**src/swdf_pkg.sv**
```systemverilog
`timescale 1ns / 1ps

package swdf_pkg;

  // Fixed field widths of the byte stream and the result beat.
  localparam int BYTE_W       = 8;
  localparam int KIND_W       = 2;
  localparam int REPLY_W      = 3;
  localparam int WORD_COUNT_W = 16;
  localparam int ACC_W        = 28;
  localparam int NCAND        = 4;
  localparam int CAND_MAX     = 6;
  localparam int POS_W        = 3;

  // Result kinds.
  localparam logic [KIND_W-1:0] KIND_PAYLOAD = 2'd0;
  localparam logic [KIND_W-1:0] KIND_END     = 2'd1;
  localparam logic [KIND_W-1:0] KIND_BAD     = 2'd2;

  // Reply types reported at sentence end.
  localparam logic [REPLY_W-1:0] RT_OTHER = 3'd0;
  localparam logic [REPLY_W-1:0] RT_DONE  = 3'd1;
  localparam logic [REPLY_W-1:0] RT_RE    = 3'd2;
  localparam logic [REPLY_W-1:0] RT_TRAP  = 3'd3;
  localparam logic [REPLY_W-1:0] RT_FATAL = 3'd4;

  // Length prefix lead byte markers.
  localparam logic [BYTE_W-1:0] LEAD_BAD = 8'hF0;
  localparam logic [BYTE_W-1:0] LEAD_4B  = 8'hE0;
  localparam logic [BYTE_W-1:0] LEAD_3B  = 8'hC0;
  localparam logic [BYTE_W-1:0] LEAD_2B  = 8'h80;

  // Candidate first words: "!done", "!re", "!trap", "!fatal".
  localparam logic [BYTE_W-1:0] CAND_TEXT [NCAND][CAND_MAX] = '{
    '{8'h21, 8'h64, 8'h6F, 8'h6E, 8'h65, 8'h00},
    '{8'h21, 8'h72, 8'h65, 8'h00, 8'h00, 8'h00},
    '{8'h21, 8'h74, 8'h72, 8'h61, 8'h70, 8'h00},
    '{8'h21, 8'h66, 8'h61, 8'h74, 8'h61, 8'h6C}
  };
  localparam logic [POS_W-1:0] CAND_LEN [NCAND] = '{3'd5, 3'd3, 3'd5, 3'd6};

  // First-word match state: one live flag per candidate and the byte position.
  typedef struct packed {
    logic [NCAND-1:0] flags;
    logic [POS_W-1:0] pos;
  } match_t;

  localparam match_t MATCH_INIT = '{flags: '1, pos: '0};

endpackage

```
**src/api_sentence_word_deframer_core.sv**
```systemverilog
`timescale 1ns / 1ps
// Length-prefixed word deframer.
// Input channel: one received byte per beat on in_rx_byte (in_valid/in_ready).
// Output channel: one result beat per payload byte, per sentence end and per
// bad length lead byte; prefix bytes that do not end a sentence give no beat.
// Payload beats carry the byte with word start/end flags. A sentence end beat
// carries the word count (saturating) and the reply type from an exact match
// of the first word against "!done", "!re", "!trap" and "!fatal".
// Throughput: one byte per cycle while the receiver does not stall. A result
// appears on out_valid in the cycle after its byte is accepted. All decode
// work is a single combinational pass from the parser state registers into
// the result register. in_ready is high while the result register is empty
// or being drained in the same cycle, so when the receiver stalls, one result
// is held and the input stalls with it; nothing is dropped.
// Reset (rst_n low, synchronous) empties the result register and returns the
// parser to the start of a sentence, awaiting a length lead byte.
// LENGTH_BITS caps word lengths (longer ones saturate); COUNT_BITS sizes the
// word counter.
module api_sentence_word_deframer_core
  import swdf_pkg::*;
#(
  parameter int LENGTH_BITS = 28,
  parameter int COUNT_BITS  = 16
) (
  input  logic                    clk,
  input  logic                    rst_n,
  input  logic                    in_valid,
  output logic                    in_ready,
  input  logic [BYTE_W-1:0]       in_rx_byte,
  output logic                    out_valid,
  input  logic                    out_ready,
  output logic [KIND_W-1:0]       out_kind,
  output logic [BYTE_W-1:0]       out_data_byte,
  output logic                    out_word_start,
  output logic                    out_word_end,
  output logic [REPLY_W-1:0]      out_reply_type,
  output logic [WORD_COUNT_W-1:0] out_word_count
);

  localparam logic [1:0] PH_IDLE    = 2'd0;
  localparam logic [1:0] PH_PREFIX  = 2'd1;
  localparam logic [1:0] PH_PAYLOAD = 2'd2;

  localparam logic [ACC_W-1:0] MaxLen = ACC_W'((64'd1 << LENGTH_BITS) - 64'd1);

  // Parser state.
  logic [1:0]             phase_r, phase_nxt;
  logic [ACC_W-1:0]       acc_r, acc_nxt;
  logic [1:0]             prefix_left_r, prefix_left_nxt;
  logic [LENGTH_BITS-1:0] payload_left_r, payload_left_nxt;
  logic                   at_word_start_r, at_word_start_nxt;
  logic                   in_first_word_r, in_first_word_nxt;
  match_t                 match_r, match_nxt;
  logic [COUNT_BITS-1:0]  words_r, words_nxt;

  // Result register.
  logic                    out_valid_r;
  logic [KIND_W-1:0]       kind_r, kind_nxt;
  logic [BYTE_W-1:0]       data_r, data_nxt;
  logic                    ws_r, ws_nxt;
  logic                    we_r, we_nxt;
  logic [REPLY_W-1:0]      rt_r, rt_nxt;
  logic [WORD_COUNT_W-1:0] cnt_r, cnt_nxt;

  logic              in_fire;
  logic              emit_c;
  logic              fin_c;
  logic [ACC_W-1:0]  fin_acc;
  logic [ACC_W-1:0]  fin_len;
  logic [ACC_W-1:0]  acc_shift;
  logic              last_c;
  match_t            match_step;
  logic [REPLY_W-1:0] reply_c;

  assign in_ready = !out_valid_r || out_ready;
  assign in_fire  = in_valid && in_ready;

  swdf_matcher u_matcher (
    .cur_i       (match_r),
    .byte_i      (in_rx_byte),
    .word_last_i (last_c),
    .nxt_o       (match_step),
    .reply_o     (reply_c)
  );

  assign last_c    = (payload_left_r <= LENGTH_BITS'(1));
  assign acc_shift = {acc_r[ACC_W-BYTE_W-1:0], in_rx_byte};

  // Next parser state and result for the byte on the input.
  always_comb begin
    phase_nxt         = phase_r;
    acc_nxt           = acc_r;
    prefix_left_nxt   = prefix_left_r;
    payload_left_nxt  = payload_left_r;
    at_word_start_nxt = at_word_start_r;
    in_first_word_nxt = in_first_word_r;
    match_nxt         = match_r;
    words_nxt         = words_r;
    emit_c            = 1'b0;
    kind_nxt          = KIND_PAYLOAD;
    data_nxt          = '0;
    ws_nxt            = 1'b0;
    we_nxt            = 1'b0;
    rt_nxt            = RT_OTHER;
    cnt_nxt           = '0;
    fin_c             = 1'b0;
    fin_acc           = '0;
    fin_len           = '0;

    case (phase_r)
      PH_PAYLOAD: begin
        emit_c            = 1'b1;
        data_nxt          = in_rx_byte;
        ws_nxt            = at_word_start_r;
        we_nxt            = last_c;
        at_word_start_nxt = 1'b0;
        if (in_first_word_r) begin
          match_nxt = match_step;
          if (last_c) begin
            in_first_word_nxt = 1'b0;
          end
        end
        if (last_c) begin
          if (words_r != '1) begin
            words_nxt = words_r + COUNT_BITS'(1);
          end
          payload_left_nxt = '0;
          phase_nxt        = PH_IDLE;
        end else begin
          payload_left_nxt = payload_left_r - LENGTH_BITS'(1);
        end
      end
      PH_PREFIX: begin
        if (prefix_left_r > 2'd1) begin
          acc_nxt         = acc_shift;
          prefix_left_nxt = prefix_left_r - 2'd1;
        end else begin
          fin_c   = 1'b1;
          fin_acc = acc_shift;
        end
      end
      PH_IDLE: begin
        if (in_rx_byte >= LEAD_BAD) begin
          emit_c   = 1'b1;
          kind_nxt = KIND_BAD;
        end else if ((in_rx_byte & LEAD_4B) == LEAD_4B) begin
          acc_nxt         = ACC_W'(in_rx_byte[3:0]);
          prefix_left_nxt = 2'd3;
          phase_nxt       = PH_PREFIX;
        end else if ((in_rx_byte & LEAD_3B) == LEAD_3B) begin
          acc_nxt         = ACC_W'(in_rx_byte[4:0]);
          prefix_left_nxt = 2'd2;
          phase_nxt       = PH_PREFIX;
        end else if ((in_rx_byte & LEAD_2B) == LEAD_2B) begin
          acc_nxt         = ACC_W'(in_rx_byte[5:0]);
          prefix_left_nxt = 2'd1;
          phase_nxt       = PH_PREFIX;
        end else begin
          fin_c   = 1'b1;
          fin_acc = ACC_W'(in_rx_byte[6:0]);
        end
      end
      default: begin
        phase_nxt = PH_IDLE;
      end
    endcase

    // A finished prefix either ends the sentence or opens a word.
    if (fin_c) begin
      fin_len         = (fin_acc > MaxLen) ? MaxLen : fin_acc;
      acc_nxt         = '0;
      prefix_left_nxt = '0;
      if (fin_len == '0) begin
        emit_c            = 1'b1;
        kind_nxt          = KIND_END;
        rt_nxt            = in_first_word_r ? RT_OTHER : reply_c;
        cnt_nxt           = WORD_COUNT_W'(words_r);
        phase_nxt         = PH_IDLE;
        at_word_start_nxt = 1'b1;
        in_first_word_nxt = 1'b1;
        match_nxt         = MATCH_INIT;
        words_nxt         = '0;
      end else begin
        payload_left_nxt  = fin_len[LENGTH_BITS-1:0];
        at_word_start_nxt = 1'b1;
        phase_nxt         = PH_PAYLOAD;
      end
    end
  end

  // Parser state registers, advanced on each accepted byte.
  always_ff @(posedge clk) begin
    if (!rst_n) begin
      phase_r         <= PH_IDLE;
      acc_r           <= '0;
      prefix_left_r   <= '0;
      payload_left_r  <= '0;
      at_word_start_r <= 1'b1;
      in_first_word_r <= 1'b1;
      match_r         <= MATCH_INIT;
      words_r         <= '0;
    end else if (in_fire) begin
      phase_r         <= phase_nxt;
      acc_r           <= acc_nxt;
      prefix_left_r   <= prefix_left_nxt;
      payload_left_r  <= payload_left_nxt;
      at_word_start_r <= at_word_start_nxt;
      in_first_word_r <= in_first_word_nxt;
      match_r         <= match_nxt;
      words_r         <= words_nxt;
    end
  end

  // Result register valid: loaded on accept, emptied when drained.
  always_ff @(posedge clk) begin
    if (!rst_n) begin
      out_valid_r <= 1'b0;
    end else if (in_fire) begin
      out_valid_r <= emit_c;
    end else if (out_ready) begin
      out_valid_r <= 1'b0;
    end
  end

  // Result payload.
  always_ff @(posedge clk) begin
    if (in_fire && emit_c) begin
      kind_r <= kind_nxt;
      data_r <= data_nxt;
      ws_r   <= ws_nxt;
      we_r   <= we_nxt;
      rt_r   <= rt_nxt;
      cnt_r  <= cnt_nxt;
    end
  end

  assign out_valid      = out_valid_r;
  assign out_kind       = kind_r;
  assign out_data_byte  = data_r;
  assign out_word_start = ws_r;
  assign out_word_end   = we_r;
  assign out_reply_type = rt_r;
  assign out_word_count = cnt_r;

endmodule

```
**src/swdf_matcher.sv**
```systemverilog
`timescale 1ns / 1ps

module swdf_matcher
  import swdf_pkg::*;
(
  input  match_t              cur_i,
  input  logic [BYTE_W-1:0]   byte_i,
  input  logic                word_last_i,
  output match_t              nxt_o,
  output logic [REPLY_W-1:0]  reply_o
);

  logic [POS_W-1:0] pos_inc;
  logic [POS_W-1:0] idx;
  logic [NCAND-1:0] flags_c;

  // Compare this byte against each candidate; at word end the length must match too.
  always_comb begin
    pos_inc = (cur_i.pos == '1) ? cur_i.pos : cur_i.pos + POS_W'(1);
    idx     = (cur_i.pos < POS_W'(CAND_MAX)) ? cur_i.pos : '0;
    for (int k = 0; k < NCAND; k++) begin
      flags_c[k] = cur_i.flags[k] && (cur_i.pos < CAND_LEN[k]) &&
                   (CAND_TEXT[k][idx] == byte_i);
      if (word_last_i && (CAND_LEN[k] != pos_inc)) begin
        flags_c[k] = 1'b0;
      end
    end
    nxt_o.flags = flags_c;
    nxt_o.pos   = pos_inc;
  end

  // The first surviving candidate names the reply.
  always_comb begin
    if (cur_i.flags[0]) begin
      reply_o = RT_DONE;
    end else if (cur_i.flags[1]) begin
      reply_o = RT_RE;
    end else if (cur_i.flags[2]) begin
      reply_o = RT_TRAP;
    end else if (cur_i.flags[3]) begin
      reply_o = RT_FATAL;
    end else begin
      reply_o = RT_OTHER;
    end
  end

endmodule

```
**config.mk**
```make
export PLATFORM = sky130hd
export DESIGN_NAME = api_sentence_word_deframer_core
export DESIGN_NICKNAME = d
export VERILOG_FILES = /design/src/swdf_pkg.sv /design/src/api_sentence_word_deframer_core.sv /design/src/swdf_matcher.sv
export SDC_FILE = /design/constraint.sdc
export NUM_CORES = 1
export LEC_CHECK = 0
export ABC_AREA = 1
export BUFFER_PORTS_ARGS = -buffer_cell sky130_fd_sc_hd__buf_2
export CORE_MARGIN = 2
export CORE_UTILIZATION = 25
export CTS_BUF_LIST = sky130_fd_sc_hd__clkbuf_16
export CTS_CLUSTER_SIZE = 25
export DETAILED_ROUTE_END_ITERATION = 6
export GPL_TIMING_DRIVEN = 0
export SLEW_MARGIN = 5
export SYNTH_ARGS = -nofsm -noshare
export SYNTH_HDL_FRONTEND = slang
export SYNTH_SLANG_ARGS = --single-unit
```
**constraint.sdc**
```tcl
create_clock -name clk -period 7 [get_ports clk]
set_clock_uncertainty 0.05 [all_clocks]
set_input_delay 0.35 -clock clk [delete_from_list [all_inputs] [get_ports clk]]
set_output_delay 0.35 -clock clk [all_outputs]
set_load 0.05 [all_outputs]
```
# Word-level counts from Yosys, hierarchy flattened
# Memories as Yosys holds them, arrays and structs flattened.
# Cells that the tools add are included.
# Widths: inputs -> output; s select.
[word_totals]
rom_bits = 256
reg_bits = 109
inputBits = 12
elab_cells = 164
out_inout_bits = 33
memories = 4
[op_classes]
bitwise_logic = 3
order_cmp = 8
eq_ne = 18
n_reduce_logical = 27
n_addsub = 4
n_mux = 82
[memory_table]
columns = ["memory", "depth", "width", "rd", "rd_clocked_by_memory_dff", "write_ports", "line", "source"]
rows = [
  ["(no name shown)", 8, 8, 1, 0, 0, "swdf_matcher.sv:23", "(CAND_TEXT[k][idx] == byte_i);"],
  ["(no name shown)", 8, 8, 1, 0, 0, "swdf_matcher.sv:23", ""],
  ["(no name shown)", 8, 8, 1, 0, 0, "swdf_matcher.sv:23", ""],
  ["(no name shown)", 8, 8, 1, 0, 0, "swdf_matcher.sv:23", ""],
]
[ops]
columns = ["cell", "count"]
rows = [
  ["$mux 28", 6],
  ["$mux 20", 6],
  ["$mux 16", 5],
  ["$mux 8", 8],
  ["$mux 7", 8],
  ["$pmux 28 s2", 1],
  ["$pmux 20 s2", 1],
  ["$mux 2", 18],
  ["$eq 8x8->1", 4],
  ["$gt 28x28->1 const B", 1],
  ["$le 28x1->1 const B", 1],
  ["$logic_not 28->1", 1],
  ["$sub 28x1->28 const B", 1],
  ["$mux 1", 22],
  ["$add 16x1->16 const B", 1],
  ["$ne 16x16->1 const B", 1],
  ["$logic_and 1x1->1", 13],
  ["$reduce_and 5->1", 2],
  ["$mux 3", 3],
  ["$ge 8x8->1 const B", 1],
  ["$eq 3x3->1 const B", 2],
  ["$lt 3x3->1 const B", 2],
  ["$ne 3x3->1 const A", 2],
  ["$ne 3x3->1 const B", 2],
  ["25 further kinds", 30],
]

# Logic depth before layout (Yosys ltp)
# Gate-level depths: netlist (run 1).
[depth]
ltp_word = 13
mapped_depth = 15
depth_no_buf = 15

# Hierarchy
# A second synthesis (run 1) with hierarchy kept.
[unflattened]
hier_cells = 966
hier_area_um2 = 6667.6
[by_module_without_submodules]
columns = ["module", "area_per_inst_um2", "instances", "seq_area_each_um2", "cells_each"]
rows = [
  ["api_sentence_word_deframer_core", 6064.6, 1, 2492.4, 846],
  ["swdf_matcher", 603.1, 1, 0.0, 120],
]

# Least setup slack after synthesis (run 1)
# Ideal clock, no wire load.
[synth_path]
path_kind = "flip-flop to flip-flop"
startpoint = "register out_valid_r, in the netlist out_valid"
endpoint = "register data_r[0], in the netlist out_data_byte[0] (enable)"
arrival_time_ns = 2.455
period_less_slack_ns = 2.894
slack_ns = 4.106
stages_incl_launch_ff = 7
cell_sequence = "dfxtp_1 nand2_1 nand2_1 inv_1 clkbuf_1 o21ai_0 nand2_1"
[synth_between]
elab_chain_len = 4
[synth_rtl]
columns = ["element", "line", "source"]
rows = [
  ["from (decl)", "api_sentence_word_deframer_core.sv:57", "logic out_valid_r;"],
  ["from (signal assigned)", "api_sentence_word_deframer_core.sv:219", "out_valid_r <= emit_c;"],
  ["$logic_not 1->1", "api_sentence_word_deframer_core.sv:75", "assign in_ready = !out_valid_r || out_ready;"],
  ["$logic_or 1x1->1", "api_sentence_word_deframer_core.sv:75", ""],
  ["named net in_ready", "api_sentence_word_deframer_core.sv:28", "output logic in_ready,"],
  ["$logic_and 1x1->1", "api_sentence_word_deframer_core.sv:76", "assign in_fire = in_valid && in_ready;"],
  ["$logic_and 1x1->1", "api_sentence_word_deframer_core.sv:227", "if (in_fire && emit_c) begin"],
  ["to (signal assigned)", "api_sentence_word_deframer_core.sv:229", "data_r <= data_nxt;"],
  ["to (decl)", "api_sentence_word_deframer_core.sv:59", "logic [BYTE_W-1:0] data_r, data_nxt;"],
]
# The timed path passes the listed nets, and every way through them passes these cells.
# A chain may end at the register's enable or synchronous reset.

# Final worst setup path (run 1)
[layout_path]
startpoint = "register prefix_left_r[1]"
endpoint = "register data_r[1], in the netlist out_data_byte[1] (enable)"
[layout_between]
elab_chain_len = 9
[layout_rtl]
columns = ["element", "line", "source"]
rows = [
  ["from (decl)", "api_sentence_word_deframer_core.sv:49", "logic [1:0] prefix_left_r, prefix_left_nxt;"],
  ["from (signal assigned)", "api_sentence_word_deframer_core.sv:205", "prefix_left_r <= prefix_left_nxt;"],
  ["$gt 2x1->1 *", "api_sentence_word_deframer_core.sv:134", "if (prefix_left_r > 2'd1) begin"],
  ["$mux 28", "api_sentence_word_deframer_core.sv:134", ""],
  ["$pmux 28 s2", "api_sentence_word_deframer_core.sv:110", "case (phase_r)"],
  ["$gt 28x28->1", "api_sentence_word_deframer_core.sv:170", "fin_len = (fin_acc > MaxLen) ? MaxLen : fin_acc;"],
  ["$mux 28", "api_sentence_word_deframer_core.sv:170", ""],
  ["$logic_not 28->1", "api_sentence_word_deframer_core.sv:173", "if (fin_len == '0) begin"],
  ["$mux 1", "api_sentence_word_deframer_core.sv:173", ""],
  ["$mux 1 *", "api_sentence_word_deframer_core.sv:169", "if (fin_c) begin"],
  ["$logic_and 1x1->1 *", "api_sentence_word_deframer_core.sv:227", ""],
]
# Mark *: on every way between the ends. The rest lies on a longest branch, timed or not.

==> results of run 1 <==
## kinds of logic after synthesis
family / share of synthesized area, %
and+or+nand+nor: 32.5
AOI/OAI and AO/OA: 14.4
buffers and inverters: 8.10
DFF: 39.2
xor gates and xnor gates: 4.27
adders and majority gates: 1.57
## how the worst max path moves through the flow
stage                                 from            endpoint  slack (ns)
final                     prefix_left_r[1]    out_data_byte[1]        4.18
after global routing      prefix_left_r[1]    out_data_byte[3]        3.95
after CTS                 prefix_left_r[1]    out_data_byte[4]        3.72
after detailed placement  prefix_left_r[1]  out_word_count[14]        3.74
after global placement    prefix_left_r[1]  out_word_count[14]        3.78
after floorplan                  out_valid    out_data_byte[0]        4.11
## cell usage after synthesis (all sizes together)
cell,instances
nand3b,1
o21ai,61
dfxtp,78
xor2,29
nand2,208
nor2,136
o22ai,1
a31oi,2
o211ai,7
a21oi,99
nand4,7
inv,96
nor3,23
or2,2
nor4,3
clkbuf,24
o31ai,2
buf,10
a211oi,1
edfxtp,31
nand3,87
xnor2,2
a21boi,1
ha,8
## per-layer routing
layer	track usage [%]	share of wire (%)	vias up
met5	0	0	-
met4	4.55	2.1	0
met3	2.54	3.9	26
met2	22.8	46	111
met1	18.4	48	2875
li1	-	-	3129
## flip-flops by register name, summed over array words and instances (netlist names)
register	flops
payload_left_r	28
acc_r	20
out_word_count	16
words_r	16
out_data_byte	8
match_r	7
out_reply_type	3
out_kind	2
phase_r	2
prefix_left_r	2
at_word_start_r	1
in_first_word_r	1
out_valid	1
out_word_end	1
out_word_start	1
## cell type report
cell class / instances / area [um^2]
Fill cell: 2787 / 17800
Multi-Input combinational cell: 680 / 3360
Sequential cell: 109 / 2490
Tap cell: 330 / 413
Inverter: 96 / 360
Clock buffer: 9 / 225
Timing Repair Buffer: 40 / 200
Buffer: 34 / 155
Clock inverter: 7 / 80.1
## placed cells by master, fill, tap and decap left out, types with 2 or more instances in the layout
| cell | instances |
|---|---|
| nor2_1 | 124 |
| clkbuf_16 | 9 |
| inv_1 | 90 |
| nor2_2 | 6 |
| inv_2 | 6 |
| or2_2 | 2 |
| dfxtp_1 | 78 |
| xnor2_1 | 2 |
| a21oi_1 | 98 |
| buf_2 | 47 |
| xor2_1 | 29 |
| nor3_1 | 19 |
| nand4_1 | 7 |
| edfxtp_1 | 31 |
| nand2_2 | 7 |
| inv_6 | 2 |
| nor4_1 | 3 |
| a31oi_1 | 2 |
| buf_6 | 2 |
| nand3_1 | 84 |
| nand2_4 | 3 |
| o21ai_0 | 60 |
| nor3_2 | 4 |
| o211ai_1 | 7 |
| ha_1 | 8 |
| nand3_2 | 3 |
| o31ai_1 | 2 |
| clkbuf_1 | 24 |
| nand2_1 | 198 |
| nor2_4 | 5 |
## worst register-to-register path: stages, from the launching register on
cell	delay (ns)
dfxtp_1	0.33
inv_1	0.06
ha_1	0.19
inv_1	0.05
nand2_1	0.14
nand2_1	0.16
o21ai_4	0.12
nand2_2	0.12
nand2_1	0.07
nor2_2	0.18
nand2_4	0.13
nor2_4	0.16
nand2_2	0.11
nand2_2	0.57
## through the flow
| stage | instances | instance area, um^2 | hold WS, ns | setup slack, ns |
|---|---|---|---|---|
| 2_1_floorplan | 919 | 6360 | 0.368 | 4.11 |
| 3_3_place_gp | 1289 | 6980 | 0.386 | 3.78 |
| 3_5_place_dp | 1289 | 6980 | 0.401 | 3.74 |
| 4_1_cts | 1305 | 7280 | 0.275 | 3.72 |
| 5_1_grt | 1305 | 7280 | 0.285 | 3.95 |
| 6_report | 1305 | 7280 | 0.284 | 4.18 |
## power by group
part	internal, W	total, W	switching, W	leakage [nW]
clock	0.000283	0.000545	0.000262	0.148
sequential	0.000715	0.000756	0.0000414	0.930
combinational	0.000152	0.000590	0.000439	1.80
==> results.md, run 1 <==
| Parameter | This run | Unit |
|---|---|---|
| Site Rows | 58 | - |
| Distinct cell type count after synthesis | 36 | - |
| # nets final | 990 | - |
| Relative slew slack | 50.4 | % |
| Total routing resource utilization after global routing | 13.9 | % |
| Average size of a mapped cell | 6.92 | um^2 |
| Initial antenna violation count | 0 | - |
| Area contributors post-synth | dfxtp_1 (25%), edfxtp_1 (15%), nand2_1 (12%) | - |
| Synth top area share | 24.5 | % |
| Share of layout cells above drive strength 1 | 10.8 | % |
| Setup crit start kind | flop | - |
| Leakage Power | 2.88 | nW |
| CTS Hold Bufs | 0 | - |
| Setup-failing EPs final | 0 | - |
| Start point of the worst hold path | in_rx_byte[5] | - |
| Final ANT Viol Nets | 0 | - |
| Number of gates resized after CTS | 0 | - |
| Number of stages on the worst hold path | 3 | - |
| Cts bufs inserted | 9 | - |
| R2r worst-path depth | 13 | - |
| Die width | 164 | um |
| Violation count after the first detailed-route iteration | 504 | - |
| RSZ-0062 raised after global routing | no | - |
| Share of synthesized area occupied by flip-flops and latches | 39.2 | % |
| Clk_lat worst skew | 0.36 | ns |
| Cells after synthesis | 919 | - |
| Number of vias in the routed layout | 6141 | - |
| Endpoint with the worst hold slack | acc_r[5] | - |
| Sink Count | 109 | - |
| Overall power | 0.00189 | W |
| I/O pins | 45 | - |
| Level count of the clock H-tree | 3 | - |
| Root buffer cell | clkbuf_16 | - |
| Minimum period implied by the final worst setup slack | 2.82 | ns |
| Mapped Nets | 939 | - |
| Layout overhead on the synthesized area | 14.5 | % |
| DIE AREA | 26700 | um^2 |
| Aggregate negative setup slack | 0 | ns |
| Reg-to-reg startpoint | prefix_left_r[1] | - |
| Overflow left after global routing | 0 | - |
| Placeable core region | 25100 | um^2 |
| Crit path DAT | 2.76 | ns |
| Area of the mapped netlist | 6360 | um^2 |
| Required time worst endpoint | 6.94 | ns |
| Yosys warns | 0 | - |
| Die height | 164 | um |
| Effective utilization at floorplan | 25.3 | % |
| Most area-hungry cell type in the Yosys netlist | dfxtp_1 | - |
| Count of state elements after synthesis | 109 | - |
| Kind of critical path | reg -> reg | - |
| Final core utilization | 29.0 | % |
| Number of maximum-capacitance constraint violations | 0 | - |
| CP max FO | 31 | - |
| Estimated wirelength of the detail-placed design | 13.7 | mm |
| Detailed-route vias per instance | 4.71 | - |
| CP Capture Type | flop | - |
| Status | finished clean | - |
| Power Density | 260 | nW/um^2 |
| Number of detailed-route iterations in the first pass | 5 | - |
| Total inserted antenna cells | 0 | - |
| Maximum clock insertion buffer count | 2 | - |
| Worst IR Drop VDD | 125 | uV |
| Library cell contributing the largest single delay on the critical path | nand2_2 | - |
| Reg-to-Reg End | out_data_byte[1] | - |
| Number of max-slew violations in the final report | 0 | - |
| Worst-path cell chain | inv_1 -> ha_1 -> inv_1 -> nand2_1 -> nand2_1 -> o21ai_4 -> nand2_2 -> nand2_1 -> nor2_2 -> nand2_4 -> nor2_4 -> nand2_2 -> nand2_2 | - |
| Fmax | 355 | MHz |
| Routed Wire Length | 18.2 | mm |
| Pin slew with the least headroom to its limit | 0.741 | ns |
| Clock tree from TritonCTS | done | - |
| Tightest Hold Check Type | in -> reg | - |
| Share of the clock period used by the worst path | 40.3 | % |
| Post-CTS setup repair buffer count | 0 | - |
| Cell class contributing the biggest share of worst-path delay | simple AND/OR/NAND/NOR gates | - |
| FF-to-FF setup slack | 4.18 | ns |
| Wire length of the first global-routing pass | 29.5 | mm |
| Clock transition at the register clock pins on the worst setup and hold paths after CTS | 0.08 | ns |
| Detailed-route wire length per cell | 14.0 | um |
| Final Hold Fails | 0 | - |
| Via count of the first global-routing pass | 5646 | - |
| # DRC | 0 | - |
| Peak per-stage delay on the critical path | 0.57 | ns |
| Count of buffers from port buffering | 40 | - |
| Count of buffer and inverter cells on the critical path | 2 | - |
| Routability congestion estimate from global placement | 0.897 | - |
| Pin count of the biggest net entering global routing | 32 | - |
| Number of gates on the worst path with buffers counted | 13 | - |
Power figures use the tool's default switching activity.
==> inputs of run 2 (changes only) <==
- clock period: 7 -> 2.3 ns (I/O delays scaled with it)
==> results.md, run 2 (synthesized netlist as in run 1, its figures left out) <==
| Parameter | This run | Unit | Change |
|---|---|---|---|
| Status | finished clean | - |  |
| Number of detailed-route iterations in the first pass | 5 | - | unchanged |
| Die width | 164 | um | unchanged |
| Routed Wire Length | 19.1 | mm | +4.8% |
| Overflow left after global routing | 0 | - | unchanged |
| Share of layout cells above drive strength 1 | 14.2 | % | +3.4 points |
| Count of buffers from port buffering | 40 | - | unchanged |
| Die height | 164 | um | unchanged |
| # DRC | 0 | - | unchanged |
| Reg-to-reg startpoint | prefix_left_r[1] | - |  |
| Number of flip-flops under the largest register name | 28 | - | unchanged |
| Level count of the clock H-tree | 3 | - | unchanged |
| Leakage Power | 3.01 | nW | +4.3% |
| Violation count after the first detailed-route iteration | 542 | - | +7.5% |
| Routability congestion estimate from global placement | 0.897 | - | unchanged |
| Share of the clock period used by the worst path | 95.2 | % | +55 points |
| Site Rows | 58 | - | unchanged |
| Number of maximum-capacitance constraint violations | 0 | - | unchanged |
| Root buffer cell | clkbuf_16 | - |  |
| Tightest Hold Check Type | in -> reg | - |  |
| Commonest non-fill, non-tap cell in the layout | nand2_1 | - |  |
| Final ANT Viol Nets | 0 | - | unchanged |
| Area post-placement | 6990 | um^2 | +0.22% |
| Detailed-route wire length per cell | 14.5 | um | +3.5% |
| Biggest regs | payload_left_r: 28 flops, acc_r: 20 flops | - |  |
| Register with the most flip-flops | payload_left_r | - |  |
| Initial antenna violation count | 0 | - | unchanged |
| Sink Count | 109 | - | unchanged |
| Peak per-stage delay on the critical path | 0.35 | ns | -0.22 ns |
| Layout overhead on the synthesized area | 19.0 | % |  |
| FF-to-FF setup slack | 0.11 | ns | -4.07 ns |
| Worst-path cell chain | inv_2 -> ha_2 -> inv_1 -> nand2_2 -> nand2_2 -> o21ai_4 -> nand2_2 -> nand2_2 -> nor2_4 -> nand2_4 -> nor2_4 -> nand2_8 -> nand2_8 | - |  |
| Crit path DAT | 2.22 | ns | -0.54 ns |
| Post-route insts no fill | 1322 | - | +1.3% |
| Cts bufs inserted | 9 | - | unchanged |
| Total inserted antenna cells | 0 | - | unchanged |
| Minimum period implied by the final worst setup slack | 2.19 | ns | -0.630 ns |
| Library cell contributing the largest single delay on the critical path | dfxtp_2 | - |  |
| Clock tree from TritonCTS | done | - |  |
| Final cell area excluding filler cells | 7570 | um^2 | +3.9% |
| Number of vias in the routed layout | 6266 | - | +2.0% |
| CP Capture Type | flop | - |  |
| Maximum clock insertion buffer count | 2 | - | unchanged |
| Number of stages on the worst hold path | 3 | - | unchanged |
| RSZ-0062 raised after global routing | no | - |  |
| Wire length of the first global-routing pass | 30.2 | mm | +2.5% |
| Most frequent cells in the layout | nand2_1 (191), nor2_1 (121), a21oi_1 (98), inv_1 (88), nand3_1 (84) | - |  |
| Via count of the first global-routing pass | 5719 | - | +1.3% |
| Pin slew with the least headroom to its limit | 0.857 | ns | +0.115 ns |
| Estimated wirelength of the detail-placed design | 13.7 | mm | -0.21% |
| Setup crit start kind | flop | - |  |
| Number of max-slew violations in the final report | 0 | - | unchanged |
| Effective utilization at floorplan | 25.3 | % | unchanged |
| # nets final | 1007 | - | +1.7% |
| Fmax | 457 | MHz | +29% |
| Number of fill cells in the layout | 2763 | - | -0.86% |
| Setup-failing EPs final | 0 | - | unchanged |
| Clk_lat worst skew | 0.37 | ns | about the same |
| Final Hold Fails | 0 | - | unchanged |
| Relative slew slack | 42.9 | % | -7.5 points |
| Endpoint with the worst hold slack | acc_r[2] | - |  |
| Kind of critical path | reg -> reg | - |  |
| Total routing resource utilization after global routing | 14.5 | % | +0.58 points |
| Worst IR Drop VDD | 412 | uV | +230% |
| Aggregate negative setup slack | 0 | ns | unchanged |
| Final core utilization | 30.1 | % | +1.1 points |
| Reg-to-Reg End | out_word_count[14] | - |  |
| Clock transition at the register clock pins on the worst setup and hold paths after CTS | 0.08 | ns | about the same |
| Power Density | 773 | nW/um^2 | +200% |
| Pin count of the biggest net entering global routing | 19 | - | -41% |
| Detailed-route vias per instance | 4.74 | - | +0.72% |
| I/O pins | 45 | - | unchanged |
| Required time worst endpoint | 2.33 | ns | -4.61 ns |
| Placeable core region | 25100 | um^2 | unchanged |
| DIE AREA | 26700 | um^2 | unchanged |
| Most frequent cell on the critical path | nand2_2 | - |  |
| Cell count after placement | 1289 | - | unchanged |
| R2r worst-path depth | 13 | - | unchanged |
| CP max FO | 8 | - | -74% |
| Start point of the worst hold path | in_rx_byte[2] | - |  |
-- run 2: critical path, delay by kind of cell, from the launching register on --
| family | cells | cell delay [ns] |
|---|---|---|
| buf+inv | 2 | 0.13 |
| simple gates | 9 | 1.11 |
| flops | 1 | 0.35 |
| compound gates | 1 | 0.08 |
| fa+ha+maj | 1 | 0.17 |
-- run 2: power breakdown --
| group | internal, W | leakage, nW | switching, W |
|---|---|---|---|
| registers | 0.00217 | 0.931 | 0.000128 |
| logic | 0.000593 | 1.94 | 0.00143 |
| clock network | 0.000741 | 0.138 | 0.000788 |
-- run 2: worst max path at each step --
| stage | from | end | slack (ns) | cells after the start |
|---|---|---|---|---|
| 2_1_floorplan | out_valid | out_data_byte[0] | 0.07 | 6 |
| 3_3_place_gp | prefix_left_r[1] | out_word_count[14] | -0.26 | 13 |
| 3_5_place_dp | prefix_left_r[1] | out_word_count[14] | -0.31 | 13 |
| 4_1_cts | prefix_left_r[1] | out_data_byte[0] | 0.04 | 11 |
| 5_1_grt | prefix_left_r[1] | out_word_count[14] | 0.006 | 13 |
| 6_report | prefix_left_r[1] | out_word_count[14] | 0.11 | 13 |
-- run 2: cell type report --
| type | count | area (um^2) | share of cell area [%] |
|---|---|---|---|
| tap | 330 | 413 | 5.45 |
| inverter | 96 | 364 | 4.81 |
| buffer | 34 | 174 | 2.30 |
| sequential | 109 | 2490 | 33.0 |
| timing repair buffer | 54 | 335 | 4.43 |
| clock inverter | 7 | 48.8 | 0.645 |
| multi-input combinational | 683 | 3510 | 46.4 |
| clock buffer | 9 | 225 | 2.98 |
-- run 2: metal layers --
metal | wire length [um] | track usage (%)
met1 | 8880 | 18.9
met2 | 8890 | 23.7
met3 | 900 | 3.10
met4 | 456 | 5.06
met5 | 0 | 0
-- run 2: metrics by stage --
stage	hold WS, ns	total power [W]	worst slack (ns)
2_1_floorplan	0.226	0.00367	0.0715
3_3_place_gp	0.384	0.00412	-0.258
3_5_place_dp	0.391	0.00414	-0.314
4_1_cts	0.0307	0.00578	0.0385
5_1_grt	0.0339	0.00617	0.00581
6_report	0.0383	0.00585	0.111
-- run 2: what timing repair did --
| item | in CTS | in global routing |
|---|---|---|
| buffers inserted | 5 | 8 |
| gates cloned | 3 | 1 |
| setup endpoints to repair | 53 | 77 |
| resized for setup | 17 | 17 |
| hold buffers | 0 | 0 |
| pin swaps | 4 | 9 |
==> inputs of run 3 (changes only) <==
==> constraint.sdc (replaced) <==
create_clock -name clk -period 2.64 [get_ports clk]
set_clock_uncertainty 0.05 [all_clocks]
set_input_delay 0.132 -clock clk [delete_from_list [all_inputs] [get_ports clk]]
set_output_delay 0.132 -clock clk [all_outputs]
set_load 0.005 [all_outputs]
==> results.md, run 3 (synthesized netlist as in run 1, its figures left out) <==
| Parameter | This run | Unit | Change |
|---|---|---|---|
| Status | finished clean | - |  |
| Overflow left after global routing | 0 | - | unchanged |
| Share of layout cells above drive strength 1 | 10.8 | % | -3.4 points |
| Final Hold Fails | 0 | - | unchanged |
| Maximum clock insertion buffer count | 2 | - | unchanged |
| Effective utilization at floorplan | 25.3 | % | unchanged |
| Leakage Power | 2.89 | nW | -3.8% |
| Final cell area excluding filler cells | 7300 | um^2 | -3.6% |
| Pin slew with the least headroom to its limit | 0.735 | ns | -0.122 ns |
| Violation count after the first detailed-route iteration | 591 | - | +9.0% |
| Worst IR Drop VDD | 371 | uV | -9.9% |
| RSZ-0062 raised after global routing | no | - |  |
| Site Rows | 58 | - | unchanged |
| Overall power | 0.00467 | W | -20% |
| Fmax | 408 | MHz | -11% |
| Layout overhead on the synthesized area | 14.7 | % |  |
| Required time worst endpoint | 2.66 | ns | +0.33 ns |
| CP max FO | 15 | - | +7 |
| Number of fill cells in the layout | 2786 | - | +0.83% |
| Multi-input logic area | 3410 | um^2 | -3.0% |
| Total routing resource utilization after global routing | 13.9 | % | -0.63 points |
| Die width | 164 | um | unchanged |
| Area post-placement | 6980 | um^2 | -0.18% |
| Setup crit start kind | flop | - |  |
| Number of detailed-route iterations in the first pass | 5 | - | unchanged |
| Die height | 164 | um | unchanged |
| Register with the most flip-flops | payload_left_r | - |  |
| Final core utilization | 29.1 | % | -1.1 points |
| FF-to-FF setup slack | 0.19 | ns | +0.08 ns |
| Minimum period implied by the final worst setup slack | 2.45 | ns | +0.261 ns |
| Share of the clock period used by the worst path | 92.8 | % | -2.4 points |
| Wire length of the first global-routing pass | 29.2 | mm | -3.2% |
| Cts bufs inserted | 9 | - | unchanged |
| Root buffer cell | clkbuf_16 | - |  |
| Crit path DAT | 2.47 | ns | +0.25 ns |
| Level count of the clock H-tree | 3 | - | unchanged |
| Initial antenna violation count | 0 | - | unchanged |
| Total inserted antenna cells | 0 | - | unchanged |
| Clk_lat worst skew | 0.36 | ns | about the same |
| Setup-failing EPs final | 0 | - | unchanged |
| Cell count after placement | 1289 | - | unchanged |
| Detailed-route vias per instance | 4.74 | - | about the same |
| Post-route insts no fill | 1307 | - | -1.1% |
| # nets final | 992 | - | -1.5% |
| Relative slew slack | 51.0 | % | +8.1 points |
| Estimated wirelength of the detail-placed design | 13.7 | mm | about the same |
| Number of vias in the routed layout | 6190 | - | -1.2% |
| CTS Hold Bufs | 0 | - | unchanged |
| DIE AREA | 26700 | um^2 | unchanged |
| Storage element area | 2490 | um^2 | -0.10% |
| Pin count of the biggest net entering global routing | 32 | - | +13 |
| Number of max-slew violations in the final report | 0 | - | unchanged |
| Via count of the first global-routing pass | 5495 | - | -3.9% |
| Sink Count | 109 | - | unchanged |
| Most frequent cells in the layout | nand2_1 (198), nor2_1 (124), a21oi_1 (98), inv_1 (92), nand3_1 (84) | - |  |
| Number of maximum-capacitance constraint violations | 0 | - | unchanged |
| CP Capture Type | flop | - |  |
| Biggest regs | payload_left_r: 28 flops, acc_r: 20 flops | - |  |
| Final ANT Viol Nets | 0 | - | unchanged |
| Power Density | 640 | nW/um^2 | -17% |
| I/O pins | 45 | - | unchanged |
| Detailed-route wire length per cell | 14.2 | um | -2.1% |
| Count of buffers from port buffering | 40 | - | unchanged |
| Clock transition at the register clock pins on the worst setup and hold paths after CTS | 0.08 | ns | about the same |
| Aggregate negative setup slack | 0 | ns | unchanged |
| Routed Wire Length | 18.5 | mm | -3.2% |
| Routability congestion estimate from global placement | 0.899 | - | +0.23% |
| Commonest non-fill, non-tap cell in the layout | nand2_1 | - |  |
| Number of flip-flops under the largest register name | 28 | - | unchanged |
| Placeable core region | 25100 | um^2 | unchanged |
| Kind of critical path | reg -> reg | - |  |
| Tightest Hold Check Type | in -> reg | - |  |
| Post-CTS setup repair buffer count | 0 | - | -5 |
| # DRC | 0 | - | unchanged |
| Clock tree from TritonCTS | done | - |  |
run 3: path summary, 6_finish.rpt:
path                        to  cells after the start             start
max          out_word_count[5]                     13  prefix_left_r[1]
min                   acc_r[5]                      3     in_rx_byte[5]
max reg2reg  out_word_count[5]                     13  prefix_left_r[1]
min reg2reg         match_r[4]                      2        match_r[4]
run 3: power by group:
part           leakage, nW  switching (W)  internal, W  total, W
sequential           0.930       0.000109      0.00189   0.00200
combinational         1.83       0.000960     0.000411   0.00137
clock                0.130       0.000659     0.000637   0.00130
total                 2.89        0.00173      0.00294   0.00467
run 3: per-layer routing:
metal  vias up  global-route usage, %  wire length, um
met4         0                   3.51              210
li1       3126                      -                -
met5         -                      0                0
met1      2872                   18.5             8590
met3        17                   2.62              949
met2       175                   23.0             8760
run 3: what timing repair did:
item	in CTS	in global routing
gates resized for setup	2	4
setup endpoints to repair	31	31
gates cloned	0	2
run 3: cell type report:
class                      instances  area share (%)
buffer                            34            2.13
clock buffer                       9            3.08
clock inverter                     7           0.600
inverter                          96            4.94
multi-input combinational        682            46.7
sequential                       109            34.1
tap                              330            5.66
timing repair buffer              40            2.74
run 3: stage by stage:
| step | hold WS [ns] | worst slack [ns] |
|---|---|---|
| 2_1_floorplan | 0.243 | 0.286 |
| 3_3_place_gp | 0.385 | -0.153 |
| 3_5_place_dp | 0.387 | -0.251 |
| 4_1_cts | 0.0489 | 0.137 |
| 5_1_grt | 0.0806 | 0.00500 |
| 6_report | 0.0525 | 0.191 |
run 3: worst max-delay path, cell delays in order, from the launching register on:
cell     delay (ns)
dfxtp_1        0.33
inv_1          0.06
ha_1           0.19
inv_1          0.06
nand2_1        0.14
nand2_1        0.16
o21ai_4        0.12
nand2_2        0.13
nand2_1        0.08
nor2_2         0.19
nand2_4        0.13
nor2_4         0.17
nand2_4        0.15
nand2_8        0.19
